[config.mk]
export PLATFORM = sky130hd
export DESIGN_NAME = info_frame_receiver_destuffer
export DESIGN_NICKNAME = d
export VERILOG_FILES = /design/src/rtl/ifr_pkg.sv /design/src/rtl/info_frame_receiver_destuffer.sv /design/src/rtl/ifr_front.sv /design/src/rtl/ifr_cmd_fifo.sv /design/src/rtl/ifr_back.sv
export SDC_FILE = /design/constraint.sdc
export NUM_CORES = 1
export LEC_CHECK = 0
export ABC_CLOCK_PERIOD_IN_PS = 6700
export BUFFER_PORTS_ARGS = -buffer_cell sky130_fd_sc_hd__buf_2
export CORE_MARGIN = 8
export CORE_UTILIZATION = 55
export DETAILED_ROUTE_END_ITERATION = 10
export GPL_ROUTABILITY_DRIVEN = 0
export PLACE_DENSITY = 0.73
export SLEW_MARGIN = 10
export SYNTH_ARGS = -nofsm -noshare
export SYNTH_HDL_FRONTEND = slang
export SYNTH_SLANG_ARGS = --single-unit
[constraint.sdc]
create_clock -name clock -period 6.7 [get_ports clock]
set_input_delay 1.34 -clock clock [delete_from_list [all_inputs] [get_ports clock]]
set_output_delay 1.34 -clock clock [all_outputs]
set_load 0.01 [all_outputs]
[src/rtl/ifr_pkg.sv]
`timescale 1ns / 1ps
// ----------------------------------------------------------------------------
// ifr_pkg
// Types and constants shared by the frame receiver and destuffer modules.
// ----------------------------------------------------------------------------
package ifr_pkg;

   localparam logic [7:0] FLAG_BYTE  = 8'h7E;
   localparam logic [7:0] ESC_BYTE   = 8'h7D;
   localparam logic [7:0] STUFF_MASK = 8'h20;
   localparam logic [7:0] CTRL_I0    = 8'h00;
   localparam logic [7:0] CTRL_I1    = 8'h80;
   localparam logic [7:0] CTRL_RR0   = 8'hAA;
   localparam logic [7:0] CTRL_RR1   = 8'hAB;
   localparam logic [7:0] CTRL_REJ0  = 8'h54;
   localparam logic [7:0] CTRL_REJ1  = 8'h55;
   localparam logic [7:0] CTRL_DISC  = 8'h0B;

   localparam logic [15:0] COUNT_MAX = 16'hFFFF;

   localparam logic [2:0] BEAT_OPEN  = 3'd0;
   localparam logic [2:0] BEAT_ADDR  = 3'd1;
   localparam logic [2:0] BEAT_CTRL  = 3'd2;
   localparam logic [2:0] BEAT_CHECK = 3'd3;
   localparam logic [2:0] BEAT_CLOSE = 3'd4;

   typedef enum logic [1:0] {
      KIND_PAYLOAD = 2'd0,
      KIND_REPLY   = 2'd1,
      KIND_DISC    = 2'd2
   } kind_type;

   typedef enum logic [4:0] {
      ST_START = 5'b00001,
      ST_FLAG  = 5'b00010,
      ST_ADDR  = 5'b00100,
      ST_CTRL  = 5'b01000,
      ST_DATA  = 5'b10000
   } hunt_type;

   // one queued command: a payload byte, a disconnect, or a whole reply run
   typedef struct packed {
      kind_type    kind;
      logic [7:0]  data;
      logic        ok;
      logic [15:0] length;
   } cmd_type;

endpackage

[src/rtl/info_frame_receiver_destuffer.sv]
`timescale 1ns / 1ps
// ----------------------------------------------------------------------------
// info_frame_receiver_destuffer
// Receiver for flag-framed, byte-stuffed information frames with RR/REJ
// reply generation and disconnect indication.
// ----------------------------------------------------------------------------
// One line byte is accepted per clock while req_full is low. The parser
// handles each byte in the cycle it is accepted and queues at most one
// command into a CMD_DEPTH-entry queue; the result side turns a payload or
// disconnect command into one transfer and a closing flag into a
// five-transfer reply run, one transfer per cycle from its output register
// while rsp_pop takes it. A result passes through the command queue and
// then the output register before it reaches the rsp_ ports; a payload byte
// is caused by the line byte that follows it. req_full rises only when the
// command queue is full, which a reply run or a stalled consumer can cause;
// with a free-running consumer and no replies the sustained rate is one byte
// per cycle. Write the address register only while nothing is in flight.
// ----------------------------------------------------------------------------
module info_frame_receiver_destuffer
   import ifr_pkg::*;
#(
   parameter int CMD_DEPTH = 4
) (
   input  logic        clock,
   input  logic        reset,
   input  logic        req_push,
   output logic        req_full,
   input  logic [7:0]  req_rx_byte,
   output logic        rsp_empty,
   input  logic        rsp_pop,
   output logic [1:0]  rsp_kind,
   output logic [7:0]  rsp_data,
   output logic        rsp_last,
   output logic        rsp_frame_ok,
   output logic [15:0] rsp_frame_length,
   input  logic        csr_write_enable,
   input  logic [7:0]  csr_write_data
);

   logic [7:0] address_ff;
   logic       fire;
   logic       cmd_valid;
   cmd_type    cmd;
   cmd_type    head_cmd;
   logic       head_pop;
   logic       fifo_empty;

   assign fire = req_push && !req_full;

   always_ff @(posedge clock) begin
      if (reset) begin
         address_ff <= 8'h03;
      end else if (csr_write_enable) begin
         address_ff <= csr_write_data;
      end
   end

   ifr_front u_front (
      .clock     (clock),
      .reset     (reset),
      .fire      (fire),
      .rx_byte   (req_rx_byte),
      .address   (address_ff),
      .cmd_valid (cmd_valid),
      .cmd       (cmd)
   );

   ifr_cmd_fifo #(
      .DEPTH (CMD_DEPTH)
   ) u_cmd_fifo (
      .clock    (clock),
      .reset    (reset),
      .push     (cmd_valid),
      .push_cmd (cmd),
      .pop      (head_pop),
      .head_cmd (head_cmd),
      .full     (req_full),
      .empty    (fifo_empty)
   );

   ifr_back u_back (
      .clock            (clock),
      .reset            (reset),
      .address          (address_ff),
      .head_valid       (!fifo_empty),
      .head_cmd         (head_cmd),
      .head_pop         (head_pop),
      .rsp_empty        (rsp_empty),
      .rsp_pop          (rsp_pop),
      .rsp_kind         (rsp_kind),
      .rsp_data         (rsp_data),
      .rsp_last         (rsp_last),
      .rsp_frame_ok     (rsp_frame_ok),
      .rsp_frame_length (rsp_frame_length)
   );

endmodule

[src/rtl/ifr_front.sv]
`timescale 1ns / 1ps
// ----------------------------------------------------------------------------
// ifr_front
// Frame hunter and destuffer: parses one line byte per transfer and queues
// at most one command for it.
// ----------------------------------------------------------------------------
module ifr_front
   import ifr_pkg::*;
(
   input  logic       clock,
   input  logic       reset,
   input  logic       fire,
   input  logic [7:0] rx_byte,
   input  logic [7:0] address,
   output logic       cmd_valid,
   output cmd_type    cmd
);

   hunt_type    state_ff, state_in;
   logic        control_bit_ff, control_bit_in;
   logic        escape_ff, escape_in;
   logic [7:0]  held_byte_ff, held_byte_in;
   logic        held_valid_ff, held_valid_in;
   logic [7:0]  parity_ff, parity_in;
   logic [15:0] count_ff, count_in;
   logic        seq_ff, seq_in;

   logic [7:0]  ctrl_expect;
   logic        take;
   logic [7:0]  take_byte;
   logic        frame_ok;
   logic [7:0]  reply_ctrl;

   always_comb begin
      ctrl_expect = control_bit_ff ? CTRL_I1 : CTRL_I0;
      frame_ok    = held_valid_ff && (held_byte_ff == parity_ff);
      if (frame_ok) begin
         reply_ctrl = seq_ff ? CTRL_RR1 : CTRL_RR0;
      end else begin
         reply_ctrl = seq_ff ? CTRL_REJ1 : CTRL_REJ0;
      end
   end

   always_comb begin
      state_in       = state_ff;
      control_bit_in = control_bit_ff;
      escape_in      = escape_ff;
      held_byte_in   = held_byte_ff;
      held_valid_in  = held_valid_ff;
      parity_in      = parity_ff;
      count_in       = count_ff;
      seq_in         = seq_ff;
      take           = 1'b0;
      take_byte      = rx_byte;
      cmd_valid      = 1'b0;
      cmd.kind       = KIND_PAYLOAD;
      cmd.data       = held_byte_ff;
      cmd.ok         = 1'b0;
      cmd.length     = '0;

      if (fire) begin
         unique case (state_ff)
            ST_FLAG: begin
               if (rx_byte == address) begin
                  state_in = ST_ADDR;
               end else if (rx_byte != FLAG_BYTE) begin
                  state_in = ST_START;
               end
            end
            ST_ADDR: begin
               if (rx_byte == FLAG_BYTE) begin
                  state_in = ST_FLAG;
               end else if (rx_byte == CTRL_I0 || rx_byte == CTRL_I1) begin
                  control_bit_in = (rx_byte == CTRL_I1);
                  state_in       = ST_CTRL;
               end else if (rx_byte == CTRL_DISC) begin
                  cmd_valid = 1'b1;
                  cmd.kind  = KIND_DISC;
                  cmd.data  = CTRL_DISC;
                  state_in  = ST_START;
               end else begin
                  state_in = ST_START;
               end
            end
            ST_CTRL: begin
               if (rx_byte == (address ^ ctrl_expect)) begin
                  state_in      = ST_DATA;
                  escape_in     = 1'b0;
                  held_byte_in  = '0;
                  held_valid_in = 1'b0;
                  parity_in     = '0;
                  count_in      = '0;
               end else if (rx_byte == FLAG_BYTE) begin
                  state_in = ST_FLAG;
               end else begin
                  state_in = ST_START;
               end
            end
            ST_DATA: begin
               if (escape_ff) begin
                  escape_in = 1'b0;
                  take      = 1'b1;
                  take_byte = rx_byte ^ STUFF_MASK;
               end else if (rx_byte == ESC_BYTE) begin
                  escape_in = 1'b1;
               end else if (rx_byte == FLAG_BYTE) begin
                  cmd_valid  = 1'b1;
                  cmd.kind   = KIND_REPLY;
                  cmd.data   = reply_ctrl;
                  cmd.ok     = frame_ok;
                  cmd.length = count_ff;
                  seq_in     = seq_ff ^ frame_ok;
                  state_in   = ST_START;
               end else begin
                  take = 1'b1;
               end
            end
            default: begin
               state_in = (rx_byte == FLAG_BYTE) ? ST_FLAG : ST_START;
            end
         endcase
      end

      // release the held byte, keep the new one back
      if (take) begin
         if (held_valid_ff) begin
            cmd_valid = 1'b1;
            parity_in = parity_ff ^ held_byte_ff;
            if (count_ff != COUNT_MAX) begin
               count_in = count_ff + 16'd1;
            end
         end
         held_byte_in  = take_byte;
         held_valid_in = 1'b1;
      end
   end

   always_ff @(posedge clock) begin
      if (reset) begin
         state_ff       <= ST_START;
         control_bit_ff <= 1'b0;
         escape_ff      <= 1'b0;
         held_byte_ff   <= '0;
         held_valid_ff  <= 1'b0;
         parity_ff      <= '0;
         count_ff       <= '0;
         seq_ff         <= 1'b0;
      end else begin
         state_ff       <= state_in;
         control_bit_ff <= control_bit_in;
         escape_ff      <= escape_in;
         held_byte_ff   <= held_byte_in;
         held_valid_ff  <= held_valid_in;
         parity_ff      <= parity_in;
         count_ff       <= count_in;
         seq_ff         <= seq_in;
      end
   end

`ifndef SYNTHESIS
   a_reply_returns_to_start: assert property (@(posedge clock) disable iff (reset)
      (cmd_valid && cmd.kind == KIND_REPLY) |=> (state_ff == ST_START))
      else $error("reply issued without returning to hunting");
`endif

endmodule

[src/rtl/ifr_cmd_fifo.sv]
`timescale 1ns / 1ps
// ----------------------------------------------------------------------------
// ifr_cmd_fifo
// Short command queue between the frame parser and the result generator.
// ----------------------------------------------------------------------------
module ifr_cmd_fifo
   import ifr_pkg::*;
#(
   parameter int DEPTH = 4
) (
   input  logic    clock,
   input  logic    reset,
   input  logic    push,
   input  cmd_type push_cmd,
   input  logic    pop,
   output cmd_type head_cmd,
   output logic    full,
   output logic    empty
);

   localparam int AW = (DEPTH > 1) ? $clog2(DEPTH) : 1;
   localparam int CW = $clog2(DEPTH + 1);
   localparam logic [AW-1:0] PTR_LAST = AW'(DEPTH - 1);
   localparam logic [CW-1:0] COUNT_FULL = CW'(DEPTH);

   cmd_type         slot_ff [DEPTH];
   logic [AW-1:0]   wr_ptr_ff, wr_ptr_in;
   logic [AW-1:0]   rd_ptr_ff, rd_ptr_in;
   logic [CW-1:0]   count_ff, count_in;

   assign full     = (count_ff == COUNT_FULL);
   assign empty    = (count_ff == '0);
   assign head_cmd = slot_ff[rd_ptr_ff];

   always_comb begin
      wr_ptr_in = wr_ptr_ff;
      rd_ptr_in = rd_ptr_ff;
      count_in  = count_ff;
      if (push) begin
         wr_ptr_in = (wr_ptr_ff == PTR_LAST) ? '0 : wr_ptr_ff + AW'(1);
      end
      if (pop) begin
         rd_ptr_in = (rd_ptr_ff == PTR_LAST) ? '0 : rd_ptr_ff + AW'(1);
      end
      if (push && !pop) begin
         count_in = count_ff + CW'(1);
      end else if (pop && !push) begin
         count_in = count_ff - CW'(1);
      end
   end

   always_ff @(posedge clock) begin
      if (push) begin
         slot_ff[wr_ptr_ff] <= push_cmd;
      end
   end

   always_ff @(posedge clock) begin
      if (reset) begin
         wr_ptr_ff <= '0;
         rd_ptr_ff <= '0;
         count_ff  <= '0;
      end else begin
         wr_ptr_ff <= wr_ptr_in;
         rd_ptr_ff <= rd_ptr_in;
         count_ff  <= count_in;
      end
   end

`ifndef SYNTHESIS
   a_no_overflow: assert property (@(posedge clock) disable iff (reset)
      push |-> (!full || pop))
      else $error("command queue overflow");
   a_no_underflow: assert property (@(posedge clock) disable iff (reset)
      pop |-> !empty)
      else $error("command queue underflow");
`endif

endmodule

[src/rtl/ifr_back.sv]
`timescale 1ns / 1ps
// ----------------------------------------------------------------------------
// ifr_back
// Result generator: expands queued commands into result transfers and
// holds the current one in the output register.
// ----------------------------------------------------------------------------
module ifr_back
   import ifr_pkg::*;
(
   input  logic        clock,
   input  logic        reset,
   input  logic [7:0]  address,
   input  logic        head_valid,
   input  cmd_type     head_cmd,
   output logic        head_pop,
   output logic        rsp_empty,
   input  logic        rsp_pop,
   output logic [1:0]  rsp_kind,
   output logic [7:0]  rsp_data,
   output logic        rsp_last,
   output logic        rsp_frame_ok,
   output logic [15:0] rsp_frame_length
);

   cmd_type    cur_ff, cur_in;
   logic       busy_ff, busy_in;
   logic [2:0] beat_ff, beat_in;
   logic       is_reply;
   logic       final_beat;
   logic       taken;

   assign is_reply   = (cur_ff.kind == KIND_REPLY);
   assign final_beat = !is_reply || (beat_ff == BEAT_CLOSE);
   assign taken      = busy_ff && rsp_pop;
   assign head_pop   = head_valid && (!busy_ff || (taken && final_beat));

   always_comb begin
      cur_in  = cur_ff;
      busy_in = busy_ff;
      beat_in = beat_ff;
      if (head_pop) begin
         cur_in  = head_cmd;
         busy_in = 1'b1;
         beat_in = BEAT_OPEN;
      end else if (taken) begin
         if (final_beat) begin
            busy_in = 1'b0;
         end else begin
            beat_in = beat_ff + 3'd1;
         end
      end
   end

   always_comb begin
      rsp_empty        = !busy_ff;
      rsp_kind         = cur_ff.kind;
      rsp_last         = is_reply && (beat_ff == BEAT_CLOSE);
      rsp_frame_ok     = cur_ff.ok;
      rsp_frame_length = cur_ff.length;
      rsp_data         = cur_ff.data;
      if (is_reply) begin
         case (beat_ff)
            BEAT_OPEN:  rsp_data = FLAG_BYTE;
            BEAT_ADDR:  rsp_data = address;
            BEAT_CTRL:  rsp_data = cur_ff.data;
            BEAT_CHECK: rsp_data = address ^ cur_ff.data;
            default:    rsp_data = FLAG_BYTE;
         endcase
      end
   end

   always_ff @(posedge clock) begin
      cur_ff <= cur_in;
   end

   always_ff @(posedge clock) begin
      if (reset) begin
         busy_ff <= 1'b0;
         beat_ff <= BEAT_OPEN;
      end else begin
         busy_ff <= busy_in;
         beat_ff <= beat_in;
      end
   end

`ifndef SYNTHESIS
   a_beat_advances: assert property (@(posedge clock) disable iff (reset)
      (taken && is_reply && beat_ff != BEAT_CLOSE)
      |=> (busy_ff && beat_ff == $past(beat_ff) + 3'd1))
      else $error("reply run did not advance");
   a_beat_in_range: assert property (@(posedge clock) disable iff (reset)
      busy_ff |-> (beat_ff <= BEAT_CLOSE && (is_reply || beat_ff == BEAT_OPEN)))
      else $error("reply beat out of range");
`endif

endmodule
==> results by group, run 1 <==
Clocking
  – # H-tree levels: 4
  – Root Buffer: clkbuf_16
  – CTS resizes: 0
  – # hold bufs at CTS: 0
  – Clock transition at path regs: roughly 60 ps
  – Setup bufs post-CTS: 0
  – Clock tree sinks: between 150 and 200
  – TritonCTS Buffers: 17
  – Max Root-Sink Buffers: 2
  – CTS tree: yes
  – Worst skew pair latency: ~430 ps

Drt
  – Detailed-route DRC error count: 0
  – Vias: around 5.5k
  – Initial DRC Count: approximately 440
  – Routed wire length: 17690 µm
  – Drt pass-1 iters: 8
  – Wire per inst: 19.08 µm
  – Via/cell ratio: 5.895
  – Final ANT Viol Nets: 0

GRT
  – Vias in the first global route: 5211
  – GRT Residual Overflow: 0
  – First-pass GRT wire length: between 20000 and 30000 µm
  – Initial antenna violation count: 0
  – Tot GR Track Use: 18.24%
  – Largest net degree at the start of global routing: 57

Setup path
  – Reg-to-reg endpoint: u_cmd_fifo.count_ff[2]
  – FF-to-FF path depth: 11
  – R2r startpoint: u_front.state_ff[1]
  – Crit Path Category: in -> reg
  – CP Launch Type: input pin
  – Setup crit end: u_cmd_fifo.count_ff[2]
  – Worst setup startpoint: req_rx_byte[2]
  – Flop-to-flop setup slack: about 3300 ps
  – CP arrival: ~4500 ps
  – Worst-path maximum fanout: 8
  – CP required: between 7000 and 8000 ps
  – Worst setup EP type: flip-flop

Floorplan
  – Die area: 19880 µm²
  – # rows: 45
  – I/O pin cnt: 51
  – Starting Density: 56.30%
  – CORE AREA: approximately 15000 µm²
  – Chip Height: around 140 µm
  – Die span in x: approximately 140 µm

Yosys
  – Netlist Area Pre-Place: 8591 µm²
  – Register area share after synthesis: 61.17%
  – Top cell type by total area after synthesis: edfxtp_1
  – Synth Flop Type: edfxtp_1
  – Top-area cell type share of the netlist area: 47.19%
  – Yosys warns: 0
  – Post-synth EDFFs: 135
  – Top cells by area, synth: edfxtp_1, dfxtp_1, mux4_2
  – Post-synthesis instance total: 675
  – Fraction of registers with async set/reset: 0%
  – Avg Cell Area, Syn: 12.73 µm²
  – Unique masters post-synth: 62
  – Flops & latches, synth: 195
  – Syn nets: 709

Placement
  – Port bufs: 50
  – Final HPWL DP: 12030 µm

Layout
  – Most common cell after layout, fill and taps aside: edfxtp_1
  – Share of cells above drive strength 1: between 15 and 20%
  – Multi-input gate area: about 3000 µm²
  – # fillers: approximately 1.2k
  – Register area: approximately 5300 µm²
  – # nets final: roughly 740
  – Synth-to-Final Area Change: 10.63%
  – Most frequent cells in the layout: edfxtp_1, nor2_1, dfxtp_1
  – # diodes: 0

Power and ir drop
  – Peak VDD IR: about 0.22 mV
  – Design Power: between 2 and 2.5 mW
  – PD cells: ~250 nW/µm²
  – Static Leakage: approximately 3.4 nW

Job
  – Max_cap viols: 0

Timing
  – Pins Over Slew Limit: 0
  – Crit share post-route: 61.36%
  – Minimum clock period: around 4100 ps
  – Endpoints failing setup: 0
  – Final hold violation count: 0
  – Worst clock skew: roughly 8.1 ps
  – Sum Neg Setup Slack: 0 ps
  – Worst slew margin: roughly 30%
  – Achievable clock frequency: ~240 MHz
  – Worst slew pin tran: about 1100 ps
  – RSZ-0062 raised after global routing: false

Outcome
  – Outcome: complete, no violations

Hold path
  – Worst hold path type: reg -> reg
## worst min-delay path by stage
stage	startpoint	to	slack, ps	cells after the start
after global placement	u_front.count_ff[13]	u_front.count_ff[13]	480	1
final	u_front.count_ff[13]	u_front.count_ff[13]	520	1
after global routing	u_front.count_ff[13]	u_front.count_ff[13]	540	1
after CTS	u_front.count_ff[13]	u_front.count_ff[13]	510	1
after detailed placement	u_front.count_ff[13]	u_front.count_ff[13]	490	1
after floorplan	u_front.count_ff[13]	u_front.count_ff[13]	460	1
## final cells by class
| type | count | area share (%) |
|---|---|---|
| Clock buffer | 24 | 4.752 |
| Clock inverter | 8 | 1.619 |
| Inverter | 19 | 0.8031 |
| Multi-Input combinational cell | 414 | 31.64 |
| Sequential cell | 195 | 55.31 |
| Tap cell | 211 | 2.778 |
| Timing Repair Buffer | 56 | 3.107 |
## metal layers
layer | vias to the layer above | GRT usage (%) | wire length [µm]
li1 | 2519 | - | -
met1 | 2735 | 24.07 | 7588
met2 | 180 | 28.85 | 8592
met3 | 31 | 4.524 | 1177
met4 | 0 | 6.505 | 331
met5 | - | 0 | 0
## flip-flops by register name, indices dropped and copies added (netlist names)
name	cells
address_ff	8
u_cmd_fifo.rd_ptr_ff	2
u_front.seq_ff	1
u_back.rsp_frame_length	16
u_front.held_valid_ff	1
u_cmd_fifo.slot_ff	108
u_back.busy_ff	1
u_front.count_ff	16
u_front.state_ff	5
u_front.escape_ff	1
u_back.cur_ff	8
u_front.held_byte_ff	8
u_front.parity_ff	8
u_back.rsp_frame_ok	1
u_front.control_bit_ff	1
u_back.rsp_kind	2
u_cmd_fifo.wr_ptr_ff	2
u_back.beat_ff	3
u_cmd_fifo.count_ff	3
## worst max-delay path: stages
cell and delay [ps]:
buf_2 120, nor4_1 360, nand4_1 210, nor3_1 870, nor3_4 150, inv_1 100, ha_1 200, inv_1 80
fa_1 430, xor2_1 170, or3_1 300, a21oi_1 130
## power by group
| group | internal (mW) | switching, mW | total (mW) |
|---|---|---|---|
| sequential | 1.27 | 0.00497 | 1.28 |
| combinational | 0.0135 | 0.0205 | 0.0340 |
| clock | 0.628 | 0.419 | 1.05 |
| total | 1.91 | 0.444 | 2.36 |
## cells by family after synthesis
| group | count (synthesis) | synth area share, % |
|---|---|---|
| adders and majority gates | 13 | 1.981 |
| AOI/OAI and AO/OA | 108 | 7.734 |
| buffers and inverters | 66 | 3.874 |
| xor gates and xnor gates | 30 | 3.059 |
| and+or+nand+nor | 224 | 13.71 |
| DFF | 195 | 61.17 |
| muxes | 39 | 8.477 |
## metrics by stage
stage | hold WS (ps) | setup WS [ps] | area (µm²) | util [%] | std cells
finish | 516.3 | 2589 | 9504 | 62.29 | 927
global route | 537.5 | 2342 | 9504 | 62.29 | 927
CTS | 513.2 | 2615 | 9504 | 62.29 | 927
detailed placement | 490.7 | 2171 | 8899 | 58.32 | 895
global placement | 477.5 | 2317 | 8899 | 58.32 | 895
floorplan | 458.5 | 2527 | 8591 | - | 675
## synth_stat cells, types with 4 or more instances
cell type	n
nand3_1	16
clkbuf_1	20
a21o_1	7
xor2_1	23
nor4_1	4
nor3_1	7
nor2b_1	8
edfxtp_1	135
buf_1	4
o21a_1	4
buf_2	4
nor2_1	64
nor3b_1	8
and3_1	7
xnor2_1	7
mux4_2	27
nand4_1	6
mux2i_1	12
a21oi_1	36
dfxtp_1	60
a31oi_1	10
and2_1	22
or3_1	7
nand3b_1	4
ha_1	12
inv_1	17
a211oi_1	4
buf_4	18
nand2_1	46
o21ai_0	29
Note: power is estimated with default switching activity, not from simulation.
==> inputs of run 2 (changes only) <==
Settings changed: ABC_CLOCK_PERIOD_IN_PS 6700 to 3900.
Clock period 6.7 ns to 3.9 ns, I/O delays scaled along.
==> run 2 against run 1 <==
Clock skew rose by 0.99 ps; non-clock buffer count rose by 3; global-route usage rose by 0.13 points; power rose by 78%; sequential power rose by 72%; via count fell by 0.97%; register-to-register slack got worse by 2700 ps; critical path type is now reg -> reg; largest cell class unchanged; largest power group unchanged.
==> results by group, run 2 (same netlist as run 1, synthesis figures left out) <==
Outcome
  – Outcome: complete, no violations

Job
  – Max_cap viols: 0

GRT
  – First-pass GRT wire length: 28190 µm
  – Vias in the first global route: 5408
  – Tot GR Track Use: a little under a fifth
  – Initial antenna violation count: 0
  – Largest net degree at the start of global routing: 38
  – GRT Residual Overflow: 0

Clocking
  – Worst skew pair latency: 430 ps
  – # H-tree levels: 4
  – Setup bufs post-CTS: 0
  – Root Buffer: clkbuf_16
  – Clock tree sinks: roughly 200
  – # hold bufs at CTS: 0
  – TritonCTS Buffers: 17
  – Max Root-Sink Buffers: 2
  – CTS tree: yes
  – CTS resizes: 0
  – Clock transition at path regs: about 70 ps

Setup path
  – Worst setup startpoint: u_front.state_ff[2]
  – Worst setup EP type: flip-flop
  – Reg-to-reg endpoint: u_cmd_fifo.count_ff[2]
  – Flop-to-flop setup slack: approximately 520 ps
  – CP arrival: around 3700 ps
  – CP Launch Type: flip-flop
  – CP required: roughly 4300 ps
  – R2r startpoint: u_front.state_ff[2]
  – Crit Path Category: reg -> reg
  – Worst-path maximum fanout: 10
  – Setup crit end: u_cmd_fifo.count_ff[2]
  – FF-to-FF path depth: 11

Timing
  – Pins Over Slew Limit: 0
  – Worst slew pin tran: 1041 ps
  – RSZ-0062 raised after global routing: false
  – Sum Neg Setup Slack: 0 ps
  – Worst slew margin: a little under a third
  – Endpoints failing setup: 0
  – Achievable clock frequency: 295.9 MHz
  – Crit share post-route: around 87%
  – Minimum clock period: between 3000 and 4000 ps
  – Worst clock skew: 9.076 ps
  – Final hold violation count: 0
  – Hold Slack: between 500 and 600 ps

Floorplan
  – CORE AREA: roughly 15000 µm²
  – Die span in x: ~140 µm
  – # rows: between 40 and 50
  – Starting Density: a little under three fifths
  – I/O pin cnt: 51
  – Die area: between 15000 and 20000 µm²
  – Chip Height: 141.0 µm

Drt
  – Initial DRC Count: 421
  – Via/cell ratio: 5.819
  – Vias: roughly 5.4k
  – Drt pass-1 iters: 5
  – Wire per inst: 19.04 µm
  – Routed wire length: around 18000 µm
  – Met2 wire length: 8757 µm
  – M1 WL: 7604 µm
  – Detailed-route DRC error count: 0
  – Final ANT Viol Nets: 0
  – Metal3 WL: about 1100 µm
  – DR top layer: met4

Hold path
  – Worst hold path type: reg -> reg

Power and ir drop
  – Sw frac: approximately a fifth
  – Clock power share: 46.4%
  – Static Leakage: between 3 and 4 nW
  – Sequential share of power: between 50 and 60%
  – NetSw: a little under 800 µW
  – PD cells: ~440 nW/µm²
  – Int Power: about 3.4 mW
  – Comb power frac: under 10%
  – Peak VDD IR: between 0.3 and 0.4 mV

Layout
  – # diodes: 0
  – # nets final: 740
  – Synth-to-Final Area Change: 11.54%
  – Largest register FFs: 108
  – Most frequent cells in the layout: edfxtp_1, nor2_1, dfxtp_1
  – Non-Filler Instances: 930
  – # fillers: between 1k and 1.5k
  – Share of cells above drive strength 1: a little under a fifth
  – Most common cell after layout, fill and taps aside: edfxtp_1
  – Reg with most FFs: u_cmd_fifo.slot_ff

Placement
  – Final HPWL DP: roughly 12000 µm
  – Port bufs: 50
  – Placed insts: about 900
## run 2: cell types whose count changed in the layout (fill, tap and decap cells not counted)
cell	before	now
buf_4	6	9
clkinvlp_4	1	0
clkinv_2	0	1
clkinv_1	0	3
inv_6	1	2
clkbuf_1	7	1
bufinv_16	4	6
## run 2: power groups by stage
stage	registers, mW	logic (mW)	clock network (mW)
6_report	2.20	0.0585	1.95
5_1_grt	2.20	0.0637	2.06
4_1_cts	2.20	0.0582	1.98
3_5_place_dp	2.24	0.0578	0
3_3_place_gp	2.24	0.0556	0
2_1_floorplan	2.24	0.0372	0
## run 2: final cells by class
cell class | instances | area, µm² | share of cell area (%)
repair buffers | 59 | 317.8 | 3.317
clock buffers | 18 | 429.2 | 4.479
inverters | 19 | 76.32 | 0.7966
multi-input cells | 414 | 3007 | 31.38
flip-flops and latches | 195 | 5256 | 54.86
clock inverters | 14 | 231.5 | 2.416
well taps | 211 | 264.0 | 2.755
## run 2: metal layers
layer | vias up | GRT usage, %
met1 | 2677 | 23.28
met4 | 0 | 6.109
li1 | 2532 | -
met5 | - | 0
met2 | 169 | 29.97
met3 | 34 | 5.098
## run 2: worst max-delay path, stage by stage, from the launching register on
cell and delay [ps]:
dfxtp_1 390, or4b_4 590, nor4_4 370, and2_1 460, nor3_4 100, inv_1 80, ha_1 190, inv_1 70
fa_1 430, xor2_1 180, or3_1 300, a21oi_1 150
## run 2: stage by stage
stage	power (mW)	instance area (µm²)	worst slack (ps)	utilization (%)
2_1_floorplan	2.275	8591	287.0	-
3_3_place_gp	2.297	8921	412.3	58.47
3_5_place_dp	2.300	8921	284.3	58.47
4_1_cts	4.230	9582	539.0	62.80
5_1_grt	4.316	9582	357.0	62.80
6_report	4.206	9582	521.0	62.80
## run 2: worst min-delay path by stage
stage	startpoint	to	slack [ps]	depth (start not counted)
after global placement	u_front.count_ff[13]	u_front.count_ff[13]	470	1
after global routing	u_front.count_ff[13]	u_front.count_ff[13]	530	1
after floorplan	u_front.count_ff[13]	u_front.count_ff[13]	460	1
after CTS	u_front.count_ff[13]	u_front.count_ff[13]	500	1
final	u_front.count_ff[13]	u_front.count_ff[13]	500	1
after detailed placement	u_front.count_ff[13]	u_front.count_ff[13]	480	1
